File: src/rtl/core/lfps_pkg.sv
// ----------------------------------------------------------------------------
// lfps_pkg: shared types and constants of the line follower steering core
// Config record, controller command/status records, fixed sensor weights and
// the wheel speed mapping used by the datapath.
// ----------------------------------------------------------------------------
package lfps_pkg;

	// Sensor array and config layout
	localparam int SENSOR_MAX = 8;
	localparam int CFG_W      = 48;
	localparam int THR_EXT_W  = 64;
	localparam int GAIN_W     = 32;
	localparam int DUTY_W     = 8;
	localparam int ERR_W      = 12;
	localparam int DERIV_W    = 13;
	localparam int SUM_W      = 5;
	localparam int CNT_W      = 4;
	localparam int MAG_W      = 4;

	// Register indexes on the config port
	localparam logic [2:0] REG_THR_LO  = 3'd0;
	localparam logic [2:0] REG_THR_HI  = 3'd1;
	localparam logic [2:0] REG_KP      = 3'd2;
	localparam logic [2:0] REG_KI      = 3'd3;
	localparam logic [2:0] REG_KD      = 3'd4;
	localparam logic [2:0] REG_BASE    = 3'd5;
	localparam logic [2:0] REG_REVERSE = 3'd6;

	// Divider: |sum| * 256 over the active count, two quotient bits a cycle
	localparam int DIVIDEND_W     = 12;
	localparam int DIV_BITS_CYCLE = 2;
	localparam int DIV_STEPS      = DIVIDEND_W / DIV_BITS_CYCLE;
	localparam int DIV_CNT_W      = $clog2(DIV_STEPS);

	// Shared multiplier: 48-bit operand taken in two 24-bit chunks
	localparam int OP_W    = 48;
	localparam int CHUNK_W = 24;
	localparam int PROD_W  = GAIN_W + CHUNK_W + 1;
	localparam int ACC_W   = 84;
	localparam int SPEED_W = ACC_W + 1;

	// PID term select
	localparam logic [1:0] TERM_P = 2'd0;
	localparam logic [1:0] TERM_I = 2'd1;
	localparam logic [1:0] TERM_D = 2'd2;

	// Position weights, leftmost sensor first
	localparam logic signed [3:0] WEIGHTS [SENSOR_MAX] =
		'{-4'sd4, -4'sd3, -4'sd3, 4'sd1, 4'sd1, 4'sd2, 4'sd3, 4'sd4};

	// Speed limits in Q.16
	localparam logic signed [SPEED_W-1:0] SPEED_TOP  = SPEED_W'(256) << 16;
	localparam logic signed [SPEED_W-1:0] SPEED_BACK = -(SPEED_W'(1) << 16);

	typedef struct packed {
		logic [CFG_W-1:0]         thr_lo;
		logic [CFG_W-1:0]         thr_hi;
		logic signed [GAIN_W-1:0] kp;
		logic signed [GAIN_W-1:0] ki;
		logic signed [GAIN_W-1:0] kd;
		logic [DUTY_W-1:0]        base;
		logic [DUTY_W-1:0]        rev;
	} cfg_t;

	localparam cfg_t CFG_RESET = '{
		thr_lo: '0,
		thr_hi: '0,
		kp:     32'sd25600,
		ki:     32'sd0,
		kd:     32'sd25600000,
		base:   8'd240,
		rev:    8'd70
	};

	typedef struct packed {
		logic       load;
		logic       sense;
		logic       div_step;
		logic       err_upd;
		logic       acc_clr;
		logic       mul;
		logic [1:0] term;
		logic       hi;
		logic       acc_add;
		logic       out_load;
	} cmd_t;

	typedef struct packed {
		logic lost;
	} status_t;

	typedef struct packed {
		logic [DUTY_W-1:0] duty;
		logic              reverse;
	} wheel_t;

	// Map a Q.16 wheel speed to duty and direction
	function automatic wheel_t wheel_f(input logic signed [SPEED_W-1:0] v,
		input logic [DUTY_W-1:0] rev);
		wheel_t w;
		w.duty    = v[23:16];
		w.reverse = 1'b0;
		if (v >= SPEED_TOP) begin
			w.duty = '1;
		end else if (v <= SPEED_BACK) begin
			w.duty    = rev;
			w.reverse = 1'b1;
		end else if (v < 0) begin
			w.duty = '0;
		end
		return w;
	endfunction

endpackage

File: src/rtl/core/lfps_ctrl.sv
// ----------------------------------------------------------------------------
// lfps_ctrl: sequencer of the steering core
// Walks one item through sense, divide (skipped when the line is lost),
// error update, multiply-accumulate and output load; owns in_stall and out_valid.
// ----------------------------------------------------------------------------
module lfps_ctrl
	import lfps_pkg::*;
(
	input  logic    clk,
	input  logic    arst_n,
	input  logic    in_valid,
	output logic    in_stall,
	output logic    out_valid,
	input  logic    out_stall,
	input  status_t status,
	output cmd_t    cmd
);

	localparam logic [2:0] S_IDLE  = 3'd0;
	localparam logic [2:0] S_SENSE = 3'd1;
	localparam logic [2:0] S_DIV   = 3'd2;
	localparam logic [2:0] S_ERR   = 3'd3;
	localparam logic [2:0] S_MUL   = 3'd4;
	localparam logic [2:0] S_ACC   = 3'd5;
	localparam logic [2:0] S_OUT   = 3'd6;

	logic [2:0]           state_q, state_d;
	logic [DIV_CNT_W-1:0] div_cnt_q, div_cnt_d;
	logic [1:0]           term_q, term_d;
	logic                 hi_q, hi_d;
	logic                 out_valid_q;
	logic                 out_free;

	// Output slot can take a result this cycle
	assign out_free  = !out_valid_q || !out_stall;
	assign in_stall  = (state_q != S_IDLE);
	assign out_valid = out_valid_q;

	// Next state and commands
	always_comb begin
		state_d   = state_q;
		div_cnt_d = div_cnt_q;
		term_d    = term_q;
		hi_d      = hi_q;
		cmd       = '0;
		cmd.term  = term_q;
		cmd.hi    = hi_q;
		unique case (state_q)
			S_IDLE: begin
				if (in_valid) begin
					cmd.load = 1'b1;
					state_d  = S_SENSE;
				end
			end
			S_SENSE: begin
				cmd.sense = 1'b1;
				div_cnt_d = '0;
				state_d   = status.lost ? S_ERR : S_DIV;
			end
			S_DIV: begin
				cmd.div_step = 1'b1;
				div_cnt_d    = div_cnt_q + 1'b1;
				if (div_cnt_q == DIV_CNT_W'(DIV_STEPS - 1)) begin
					state_d = S_ERR;
				end
			end
			S_ERR: begin
				cmd.err_upd = 1'b1;
				cmd.acc_clr = 1'b1;
				term_d      = TERM_P;
				hi_d        = 1'b0;
				state_d     = S_MUL;
			end
			S_MUL: begin
				cmd.mul     = 1'b1;
				cmd.acc_add = !(term_q == TERM_P && !hi_q);
				hi_d        = !hi_q;
				if (hi_q) begin
					unique case (term_q)
						TERM_P:  term_d = TERM_I;
						TERM_I:  term_d = TERM_D;
						default: begin
							term_d  = TERM_P;
							state_d = S_ACC;
						end
					endcase
				end
			end
			S_ACC: begin
				cmd.acc_add = 1'b1;
				state_d     = S_OUT;
			end
			S_OUT: begin
				if (out_free) begin
					cmd.out_load = 1'b1;
					state_d      = S_IDLE;
				end
			end
			default: state_d = S_IDLE;
		endcase
	end

	// Control registers
	always_ff @(posedge clk or negedge arst_n) begin
		if (!arst_n) begin
			state_q     <= S_IDLE;
			div_cnt_q   <= '0;
			term_q      <= TERM_P;
			hi_q        <= 1'b0;
			out_valid_q <= 1'b0;
		end else begin
			state_q   <= state_d;
			div_cnt_q <= div_cnt_d;
			term_q    <= term_d;
			hi_q      <= hi_d;
			if (cmd.out_load) begin
				out_valid_q <= 1'b1;
			end else if (!out_stall) begin
				out_valid_q <= 1'b0;
			end
		end
	end

	// A waiting item always moves on to sensing
	a_idle_start: assert property (@(posedge clk) disable iff (!arst_n)
		(state_q == S_IDLE && in_valid) |=> (state_q == S_SENSE))
		else $error("accepted item did not start sensing");

	// The divider moves on to the error update after its last step
	a_div_len: assert property (@(posedge clk) disable iff (!arst_n)
		(state_q == S_DIV && div_cnt_q == DIV_CNT_W'(DIV_STEPS - 1)) |=> (state_q == S_ERR))
		else $error("divider step count wrong");

	// The last accumulate follows the high derivative chunk
	a_mul_end: assert property (@(posedge clk) disable iff (!arst_n)
		(state_q == S_ACC) |-> ($past(state_q) == S_MUL && $past(term_q) == TERM_D
			&& $past(hi_q)))
		else $error("multiply sequence cut short");

	// A held result is never overwritten
	a_no_overrun: assert property (@(posedge clk) disable iff (!arst_n)
		(state_q == S_OUT && out_valid_q && out_stall) |=> (state_q == S_OUT))
		else $error("result loaded over a stalled one");

endmodule

File: src/rtl/core/lfps_dp.sv
// ----------------------------------------------------------------------------
// lfps_dp: datapath of the steering core
// Threshold compare, weighted sum, restoring divider, PID state, shared
// multiplier with accumulator, wheel mapping and the output register.
// ----------------------------------------------------------------------------
module lfps_dp
	import lfps_pkg::*;
#(
	parameter int SENSOR_COUNT   = 8,
	parameter int SAMPLE_WIDTH   = 12,
	parameter int INTEGRAL_WIDTH = 32
) (
	input  logic                    clk,
	input  logic                    arst_n,
	input  cfg_t                    cfg,
	input  cmd_t                    cmd,
	output status_t                 status,
	input  logic [SAMPLE_WIDTH-1:0] sample [SENSOR_MAX],
	output logic [DUTY_W-1:0]       left_duty,
	output logic                    left_reverse,
	output logic [DUTY_W-1:0]       right_duty,
	output logic                    right_reverse,
	output logic signed [ERR_W-1:0] line_error,
	output logic                    line_lost
);

	localparam int IW = INTEGRAL_WIDTH;
	localparam logic signed [IW-1:0] I_MAX = {1'b0, {(IW-1){1'b1}}};
	localparam logic signed [IW-1:0] I_MIN = {1'b1, {(IW-1){1'b0}}};

	logic [SAMPLE_WIDTH-1:0]   smp_q [SENSOR_MAX];
	logic [THR_EXT_W-1:0]      thr_lo_ext, thr_hi_ext;
	logic signed [SUM_W-1:0]   sum_c;
	logic [CNT_W-1:0]          cnt_c;
	logic [MAG_W-1:0]          mag_c;

	logic [CNT_W-1:0]          cnt_q;
	logic                      neg_q;
	logic                      lost_q;
	logic [CNT_W-1:0]          rem_q, rem_d;
	logic [DIVIDEND_W-1:0]     quo_q, quo_d;

	logic signed [ERR_W-1:0]   quo_s;
	logic signed [ERR_W-1:0]   err_c;
	logic signed [IW:0]        isum_c;
	logic signed [IW-1:0]      integ_c;
	logic signed [DERIV_W-1:0] deriv_c;
	logic signed [ERR_W-1:0]   err_q;
	logic signed [ERR_W-1:0]   prev_q;
	logic signed [IW-1:0]      integ_q;
	logic signed [DERIV_W-1:0] deriv_q;

	logic signed [OP_W-1:0]    op_c;
	logic signed [CHUNK_W:0]   chunk_c;
	logic signed [GAIN_W-1:0]  gain_c;
	logic signed [PROD_W-1:0]  prod_c;
	logic signed [PROD_W-1:0]  prod_s1;
	logic                      hi_s1;
	logic signed [ACC_W-1:0]   add_c;
	logic signed [ACC_W-1:0]   acc_q;

	logic signed [SPEED_W-1:0] base16_c, left_v, right_v;
	wheel_t                    left_w, right_w;

	// Active sensors, weighted sum and count
	assign thr_lo_ext = THR_EXT_W'(cfg.thr_lo);
	assign thr_hi_ext = THR_EXT_W'(cfg.thr_hi);

	always_comb begin
		logic [SAMPLE_WIDTH-1:0] thr;
		sum_c = '0;
		cnt_c = '0;
		for (int i = 0; i < SENSOR_MAX; i++) begin
			thr = (i < 4) ? thr_lo_ext[SAMPLE_WIDTH*(i % 4) +: SAMPLE_WIDTH]
				: thr_hi_ext[SAMPLE_WIDTH*(i % 4) +: SAMPLE_WIDTH];
			if (i < SENSOR_COUNT && smp_q[i] > thr) begin
				sum_c = sum_c + SUM_W'(WEIGHTS[i]);
				cnt_c = cnt_c + 1'b1;
			end
		end
		mag_c = MAG_W'(sum_c[SUM_W-1] ? -sum_c : sum_c);
	end

	assign status.lost = (cnt_c == '0);

	// Restoring divider, two quotient bits per step
	always_comb begin
		logic [CNT_W-1:0] t;
		rem_d = rem_q;
		quo_d = quo_q;
		for (int k = 0; k < DIV_BITS_CYCLE; k++) begin
			t     = {rem_d[CNT_W-2:0], quo_d[DIVIDEND_W-1]};
			quo_d = {quo_d[DIVIDEND_W-2:0], 1'b0};
			if (t >= cnt_q) begin
				t        = t - cnt_q;
				quo_d[0] = 1'b1;
			end
			rem_d = t;
		end
	end

	// Error, derivative and saturating integral
	assign quo_s   = ERR_W'(signed'(quo_q));
	assign err_c   = lost_q ? prev_q : (neg_q ? -quo_s : quo_s);
	assign deriv_c = DERIV_W'(err_c) - DERIV_W'(prev_q);
	assign isum_c  = (IW+1)'(integ_q) + (IW+1)'(err_c);

	always_comb begin
		integ_c = isum_c[IW-1:0];
		if (isum_c[IW] != isum_c[IW-1]) begin
			integ_c = isum_c[IW] ? I_MIN : I_MAX;
		end
	end

	// Multiplier operand and gain select; the high chunk carries the sign
	always_comb begin
		unique case (cmd.term)
			TERM_P: begin
				op_c   = OP_W'(err_q);
				gain_c = cfg.kp;
			end
			TERM_I: begin
				op_c   = OP_W'(integ_q);
				gain_c = cfg.ki;
			end
			default: begin
				op_c   = OP_W'(deriv_q);
				gain_c = cfg.kd;
			end
		endcase
		chunk_c = cmd.hi ? (CHUNK_W+1)'($signed(op_c[OP_W-1:CHUNK_W]))
			: {1'b0, op_c[CHUNK_W-1:0]};
	end

	assign prod_c = gain_c * chunk_c;
	assign add_c  = hi_s1 ? (ACC_W'(prod_s1) <<< CHUNK_W) : ACC_W'(prod_s1);

	// Wheel speeds
	assign base16_c = SPEED_W'({cfg.base, 16'b0});
	assign left_v   = base16_c + SPEED_W'(acc_q);
	assign right_v  = base16_c - SPEED_W'(acc_q);
	assign left_w   = wheel_f(left_v, cfg.rev);
	assign right_w  = wheel_f(right_v, cfg.rev);

	// PID state
	always_ff @(posedge clk or negedge arst_n) begin
		if (!arst_n) begin
			prev_q  <= '0;
			integ_q <= '0;
		end else if (cmd.err_upd) begin
			prev_q  <= err_c;
			integ_q <= integ_c;
		end
	end

	// Working registers
	always_ff @(posedge clk) begin
		if (cmd.load) begin
			smp_q <= sample;
		end
		if (cmd.sense) begin
			cnt_q  <= cnt_c;
			neg_q  <= sum_c[SUM_W-1];
			lost_q <= (cnt_c == '0);
			rem_q  <= '0;
			quo_q  <= {mag_c, 8'b0};
		end else if (cmd.div_step) begin
			rem_q <= rem_d;
			quo_q <= quo_d;
		end
		if (cmd.err_upd) begin
			err_q   <= err_c;
			deriv_q <= deriv_c;
		end
		if (cmd.mul) begin
			prod_s1 <= prod_c;
			hi_s1   <= cmd.hi;
		end
		if (cmd.acc_clr) begin
			acc_q <= '0;
		end else if (cmd.acc_add) begin
			acc_q <= acc_q + add_c;
		end
		if (cmd.out_load) begin
			left_duty     <= left_w.duty;
			left_reverse  <= left_w.reverse;
			right_duty    <= right_w.duty;
			right_reverse <= right_w.reverse;
			line_error    <= err_q;
			line_lost     <= lost_q;
		end
	end

endmodule

File: src/rtl/core/line_follower_pid_steering_core.sv
// ----------------------------------------------------------------------------
// line_follower_pid_steering_core: PID steering for a line following robot
// One item of eight reflectance samples in, one item of wheel commands out.
//
// Input channel: in_valid/in_stall with sample_0..sample_7. Output channel:
// out_valid/out_stall with both wheel duties and directions, the position
// error and the line-lost flag. Config: cfg_we/cfg_index/cfg_data; the user
// writes it only while the core is idle (not enforced by the core); indexes past the last register are ignored.
//
// Each item goes through sensing, the two-bit-per-cycle divider, the error
// and integral update, six passes of the shared 32x25 multiplier (two chunks
// per PID term), the last accumulate and the wheel mapping. With the line
// lost the divider is skipped. The next item is taken in the cycle after the
// result is loaded; no new item is taken while one is in flight.
//
// Reset clears the error history, the integral and the handshake state and
// loads the default gains and speeds. A stalled result sits in the output
// register; the core keeps working on the next item and holds its finished
// result in the last step until the output register frees up.
// ----------------------------------------------------------------------------
module line_follower_pid_steering_core
	import lfps_pkg::*;
#(
	parameter int SENSOR_COUNT   = 8,
	parameter int SAMPLE_WIDTH   = 12,
	parameter int INTEGRAL_WIDTH = 32
) (
	input  logic                    clk,
	input  logic                    arst_n,
	input  logic                    cfg_we,
	input  logic [2:0]              cfg_index,
	input  logic [CFG_W-1:0]        cfg_data,
	input  logic                    in_valid,
	output logic                    in_stall,
	input  logic [SAMPLE_WIDTH-1:0] sample_0,
	input  logic [SAMPLE_WIDTH-1:0] sample_1,
	input  logic [SAMPLE_WIDTH-1:0] sample_2,
	input  logic [SAMPLE_WIDTH-1:0] sample_3,
	input  logic [SAMPLE_WIDTH-1:0] sample_4,
	input  logic [SAMPLE_WIDTH-1:0] sample_5,
	input  logic [SAMPLE_WIDTH-1:0] sample_6,
	input  logic [SAMPLE_WIDTH-1:0] sample_7,
	output logic                    out_valid,
	input  logic                    out_stall,
	output logic [DUTY_W-1:0]       left_duty,
	output logic                    left_reverse,
	output logic [DUTY_W-1:0]       right_duty,
	output logic                    right_reverse,
	output logic signed [ERR_W-1:0] line_error,
	output logic                    line_lost
);

	cfg_t                    cfg_q;
	cmd_t                    cmd;
	status_t                 status;
	logic [SAMPLE_WIDTH-1:0] sample [SENSOR_MAX];

	assign sample[0] = sample_0;
	assign sample[1] = sample_1;
	assign sample[2] = sample_2;
	assign sample[3] = sample_3;
	assign sample[4] = sample_4;
	assign sample[5] = sample_5;
	assign sample[6] = sample_6;
	assign sample[7] = sample_7;

	// Config register file
	always_ff @(posedge clk or negedge arst_n) begin
		if (!arst_n) begin
			cfg_q <= CFG_RESET;
		end else if (cfg_we) begin
			unique case (cfg_index)
				REG_THR_LO:  cfg_q.thr_lo <= cfg_data;
				REG_THR_HI:  cfg_q.thr_hi <= cfg_data;
				REG_KP:      cfg_q.kp     <= cfg_data[GAIN_W-1:0];
				REG_KI:      cfg_q.ki     <= cfg_data[GAIN_W-1:0];
				REG_KD:      cfg_q.kd     <= cfg_data[GAIN_W-1:0];
				REG_BASE:    cfg_q.base   <= cfg_data[DUTY_W-1:0];
				REG_REVERSE: cfg_q.rev    <= cfg_data[DUTY_W-1:0];
				default:     cfg_q        <= cfg_q;
			endcase
		end
	end

	lfps_ctrl u_ctrl (
		.clk       (clk),
		.arst_n    (arst_n),
		.in_valid  (in_valid),
		.in_stall  (in_stall),
		.out_valid (out_valid),
		.out_stall (out_stall),
		.status    (status),
		.cmd       (cmd)
	);

	lfps_dp #(
		.SENSOR_COUNT   (SENSOR_COUNT),
		.SAMPLE_WIDTH   (SAMPLE_WIDTH),
		.INTEGRAL_WIDTH (INTEGRAL_WIDTH)
	) u_dp (
		.clk           (clk),
		.arst_n        (arst_n),
		.cfg           (cfg_q),
		.cmd           (cmd),
		.status        (status),
		.sample        (sample),
		.left_duty     (left_duty),
		.left_reverse  (left_reverse),
		.right_duty    (right_duty),
		.right_reverse (right_reverse),
		.line_error    (line_error),
		.line_lost     (line_lost)
	);

endmodule

File: config.mk
export PLATFORM = sky130hd
export DESIGN_NAME = line_follower_pid_steering_core
export DESIGN_NICKNAME = d
export VERILOG_FILES = /design/src/rtl/core/lfps_pkg.sv /design/src/rtl/core/lfps_ctrl.sv /design/src/rtl/core/lfps_dp.sv /design/src/rtl/core/line_follower_pid_steering_core.sv
export SDC_FILE = /design/constraint.sdc
export NUM_CORES = 2
export LEC_CHECK = 0
export BUFFER_PORTS_ARGS = -buffer_cell sky130_fd_sc_hd__clkbuf_2
export CORE_MARGIN = 2
export CORE_UTILIZATION = 35
export CTS_BUF_LIST = sky130_fd_sc_hd__clkbuf_16
export DETAILED_ROUTE_END_ITERATION = 12
export SLEW_MARGIN = 5
export SYNTH_ARGS = -nofsm -noshare
export SYNTH_HDL_FRONTEND = slang
export SYNTH_HIERARCHICAL = 1
export SYNTH_SLANG_ARGS = --single-unit
File: constraint.sdc
create_clock -name clk -period 9.35 [get_ports clk]
set_input_delay 0.935 -clock clk [delete_from_list [all_inputs] [get_ports clk]]
set_output_delay 0.935 -clock clk [all_outputs]
set_load 0.01 [all_outputs]
* Yosys cells after proc, flatten, opt, wreduce, memory -nomap -nowiden
Cells that the tools add are included.
Word-level totals: memory bits (read-only) 0, output and inout port bits 33, register bits 577, bits of input ports 152, memory bits (writable) 0, latch bits 0, logic and storage cells 185, memories kept 0
Operators by class: shift operators 0, multipliers 1, multiplexer cells 60, div/mod/pow operators 0, reduce and logical (&&, ||, !) cells 24, bitwise logic cells 0, eq/ne operators 21, $lt $le $gt $ge 16, $add $sub $neg 24
Operators with widths (number):
- $ge 85x26->1 const B | 2
- $le 85x17->1 const B | 2
- $lt 85x1->1 const B | 2
- $gt 12x12->1 | 8
- $pmux 48 s2 | 1
- $add 25x84->85 | 1
- $sub 25x84->85 | 1
- $add 84x81->84 | 1
- $mux 80 | 1
- $mux 32 | 2
- $pmux 32 s2 | 1
- $mul 32x25->57 | 1
- $mux 12 | 4
- $mux 5 | 8
- $add 32x12->33 | 1
- $mux 4 | 8
- $mux 8 | 4
- $mux 25 | 1
- $add 4x1->4 const B | 6
- $eq 3x3->1 const B | 7
- $mux 3 | 7
- $pmux 3 s7 | 1
- $add 5x3->5 const B | 4
- $reduce_and 2->1 | 8
- 30 further kinds | 64

* Depth between registers and ports, before layout
depth after elaboration 19, depth in mapped cells 37, gate-level depth less buffers 35

* Hierarchy
Netlist, hierarchy kept.
By module, submodules not included:
- lfps_dp | cells each 6559, times used 1, area an instance 57022.2 um^2, sequential area each 9609.2 um^2
- line_follower_pid_steering_core | cells each 445, times used 1, area an instance 7792.5 um^2, sequential area each 5225.0 um^2
- lfps_ctrl | cells each 68, times used 1, area an instance 598.1 um^2, sequential area each 250.2 um^2

* Worst setup path after synthesis
OpenSTA, ideal clock, no wires.
kind reg-to-reg, start register u_ctrl.term_q[0], end register u_dp.prod_s1[56] (data pin), data required time 9.090 ns, library setup time 0.260 ns, path slack -0.348 ns, clock period less this slack 9.698 ns, stages on the path, launching flop included 35, arrival time 9.438 ns, buffers on the path 5, cell sequence dfrtp_1 clkbuf_1 buf_1 clkbuf_1 buf_1 a21oi_1 o32ai_1 clkbuf_1 nand2_1 inv_1 fa_1 fa_1 inv_1 fa_1 inv_1 fa_1 fa_1 fa_1 inv_1 fa_1 inv_1 ha_1 a21o_1 a21oi_1 nor2_1 o21a_1 o21ai_0 nand2b_1 a21o_1 a21o_1 or3_1 a31o_2 a31o_2 a21oi_1 xnor2_1
On the way: cells in the longest elaborated chain, start to end 4, elaborated cells on any way between the ends 6, those cells by class mul (1); eq/ne (1); mux (3); reduce/logical (1)
Ends and longest elaborated chain:
- from (decl) | line lfps_ctrl.sv:29 | logic [1:0] term_q, term_d;
- from (signal assigned) | line lfps_ctrl.sv:114 | term_q <= term_d;
- $eq 2x1->1 / $logic_not 2->1 (equally long branches) | line lfps_dp.sv:117 | unique case (cmd.term)
- $pmux 48 s2 | line lfps_dp.sv:117
- $mux 25 | line lfps_dp.sv:131 | chunk_c = cmd.hi ? (CHUNK_W+1)'($signed(op_c[OP_W-1:CHUNK_W]))
- $mul 32x25->57 * | line lfps_dp.sv:135 | assign prod_c = gain_c * chunk_c;
- net u_dp.prod_c[56] | line lfps_dp.sv:56 | logic signed [PROD_W-1:0] prod_c;
- to (signal assigned) | line lfps_dp.sv:176 | prod_s1 <= prod_c;
- to (decl) | line lfps_dp.sv:57 | logic signed [PROD_W-1:0] prod_s1;
The timed path passes the listed nets; every way through them passes the cells marked *. A chain may end at the register's enable or synchronous reset.

* Final worst setup path
start register u_ctrl.term_q[0], end register u_dp.prod_s1[55] (data pin)
Same word-level chain as after synthesis.

==> flow_summary.toml <==
[run_status]
status = "complete, no violations"

[sta]
post-route-period-util = 0.959
fmax_mhz = 112
min_period_ns = 8.97
fin_ws_ns = 0.383
worst_slew_pin_slew_ns = 1.36
hold_viol_final = 0
slew_violations = 0
fin_skew_ns = 0.0642
timing.setup.tns_ns = 0
relSlewSlack = 0.0668
setup_viol = 0
rsz0062_at_grt = "no"
whs_ns = 0.203

[yosys]
yosys_warnings = 6
syn-cell-area_mm2 = 0.0654
synth_top_family_by_area = "adder cells"
synth_compound_area_frac = 0.108
ys_seq_elements = 577
synth-edff-count = 220
synth-adder-area-share = 0.333
avgSynthCellArea_um2 = 9.25
synth_xor_xnor_area_share = 0.0453
yosys.area_share.simple = 0.139
synth_area_leader_cell = "fa_1"
yosysTopAreaCellShare = 0.253
synthMuxAreaShare = 0.0611
synthCells = 7072
ys_seq_area_frac = 0.231
synth_area_leaders = "fa_1 25%, edfxtp_1 10%, dfrtp_1 9.4%"
synthFlopType = "dfrtp_1"
syn_nets = 8469
ys_types = 102
async_flop_share = 0.454

[critical_path]
worst-path-buf-inv = 8
r2r_slack_ns = 0.38
cpPeakStageDelay_ns = 0.56
crit_required_ns = 9.74
critical_path_arrival_ns = 9.36
end_kind = "flop"
slowest_stage = "or4_1"
path_delay_family = "adder cells"
cp-start-kind = "flop"
cp_max_fo = 10
path_common_cell = "fa_1"
path_class = "flop to flop"

[global_route]
grt_overflow = 0
gr-usage-all-layers = 0.211
grt_pass1_vias = 52300
antenna_found_initial = 7
grt_max_degree = 101
grt_first_pass_wirelength_mm = 314

[hold_path]
hold_path_class = "primary input to asynchronous set/reset pin"

[clock_tree]
clk_path_buf_depth = 3
clk-insertion-delay-late_ns = 0.70
cts_root_buffer = "clkbuf_16"
clk_pin_slew_worst_paths_ns = 0.06
cts_buffers = 61
htreeDepth = 2
tritoncts = "done"
clock-sinks = 577

[place]
hpwl_mm = 167
place_congestion = 0.979
portBuffers = 184
place_ws_ns = 0.108

[floorplanning]
start_util = 0.352
placementRows = 158
pin_count = 185
core_area_mm2 = 0.186
die_w_um = 436
die_area_mm2 = 0.190
die_h_um = 436

[job]
drv_cap = 0

[route]
drtIter0Drc = 3636
drc = 0
routed-via-count = 51000
first_pass_iters = 7
wire_per_inst_um = 21.0
wirelength_mm = 204
via_per_inst = 5.25
drtAntennaViolNets = 0

[cells_and_area]
drive_above_1_share = 0.118
final_nets = 8589
diodes = 0
syn_to_final_growth_pct = 10.4
nFillCells = 18500
==> flip-flops by register name, indices dropped and copies added (netlist names), 2 cells and up <==
signal            count
u_dp/prev_q          12
u_ctrl/state_q        3
u_ctrl/div_cnt_q      3
u_dp/cnt_q            4
u_dp/smp_q           96
u_ctrl/term_q         2
u_dp/quo_q           12
u_dp/rem_q            3
u_dp/integ_q         32
u_dp/prod_s1         57
u_dp/right_duty       8
u_dp/deriv_q         13
u_dp/acc_q           84
cfg_q               208
u_dp/left_duty        8
u_dp/line_error      12
u_dp/err_q           12
==> routing by layer <==
layer	global-route usage	up-vias	wire (µm)
li1	-	23400	-
met5	0	-	26
met1	0.279	25400	86700
met2	0.346	1815	94800
met3	0.0347	424	13500
met4	0.0826	4	9230
==> cell families after synthesis <==
family	after synthesis
simple gates	2022
buf+inv	1405
fa+ha+maj	1246
compound gates	1117
flops	577
mux	368
xor+xnor	337
==> timing repair <==
item / in CTS / in global routing
hold buffers: 0 / 0
endpoints found under the setup margin: 0 / 14
setup buffers: 0 / 3
gates resized for setup: 0 / 28
==> path summary, 6_finish.rpt <==
kind | start | endpoint | cells past startpoint
setup / recovery | u_ctrl/term_q[0] | u_dp/prod_s1[55] | 30
hold / removal | arst_n | cfg_q[147] | 1
setup reg to reg | u_ctrl/term_q[0] | u_dp/prod_s1[55] | 30
hold reg to reg | u_dp/err_q[11] | u_dp/line_error[11] | 0
max in group asynchronous | arst_n | u_ctrl/term_q[0] | 2
min in group clk | sample_1[7] | u_dp/smp_q[79] | 1
==> area by class of cell <==
class,count,area [µm²],area share
clock inverter,53,428,0.00593
sequential,577,15100,0.209
multi-input combinational,5090,45200,0.626
inverter,1040,3910,0.0542
clock buffer,63,1580,0.0218
tap,2480,3100,0.0430
timing repair buffer,421,2900,0.0401
timing repair inverter,1,7.51,0.000104
==> through the flow <==
stage / cell area [µm²] / utilization / std cells
2_1_floorplan: 65400 / - / 7072
3_3_place_gp: 70100 / 0.377 / 9605
3_5_place_dp: 70100 / 0.377 / 9605
4_1_cts: 72100 / 0.388 / 9721
5_1_grt: 72200 / 0.389 / 9725
6_report: 72200 / 0.389 / 9725
==> synth_stat cells, drive strengths merged (25+ instances only) <==
library cell	count
a211oi	39
mux2	252
dfxtp	95
nand3	80
dfrtp	246
buf	65
o21ai	245
nor4	47
clkbuf	300
a31oi	31
o2bb2ai	26
xnor2	209
nor2b	71
fa	826
nand4	76
a21o	148
o21a	53
edfxtp	220
nand2b	54
xor2	127
inv	1037
nor2	667
nand2	758
o21bai	37
and2	25
or2	36
and3	39
mux2i	116
nor3	78
a21oi	356
ha	419
==> cells in the final DEF (no fill, tap or decap), types with 37 or more instances in the layout <==
cell type and n:
inv_1 1047, fa_1 822, nand2_1 758, nor2_1 662, ha_1 419, a21oi_1 348, dfrtp_1 244, mux2_2 220
buf_4 220, edfxtp_1 220, xnor2_1 209, o21ai_0 197, clkbuf_2 183, a21o_1 147, xor2_1 127, mux2i_1 116
dfxtp_1 95, nand3_1 80, nor3_1 77, nand4_1 76, nor2b_1 71, clkbuf_16 63, nand2b_1 54, o21a_1 53
nor4_1 42, o21ai_1 40, and3_1 38, a211oi_1 37, o21bai_1 37
Power is left out: the tool's default activity adds up to more than one toggle a clock period on the data nets, which glitch-free logic cannot reach.
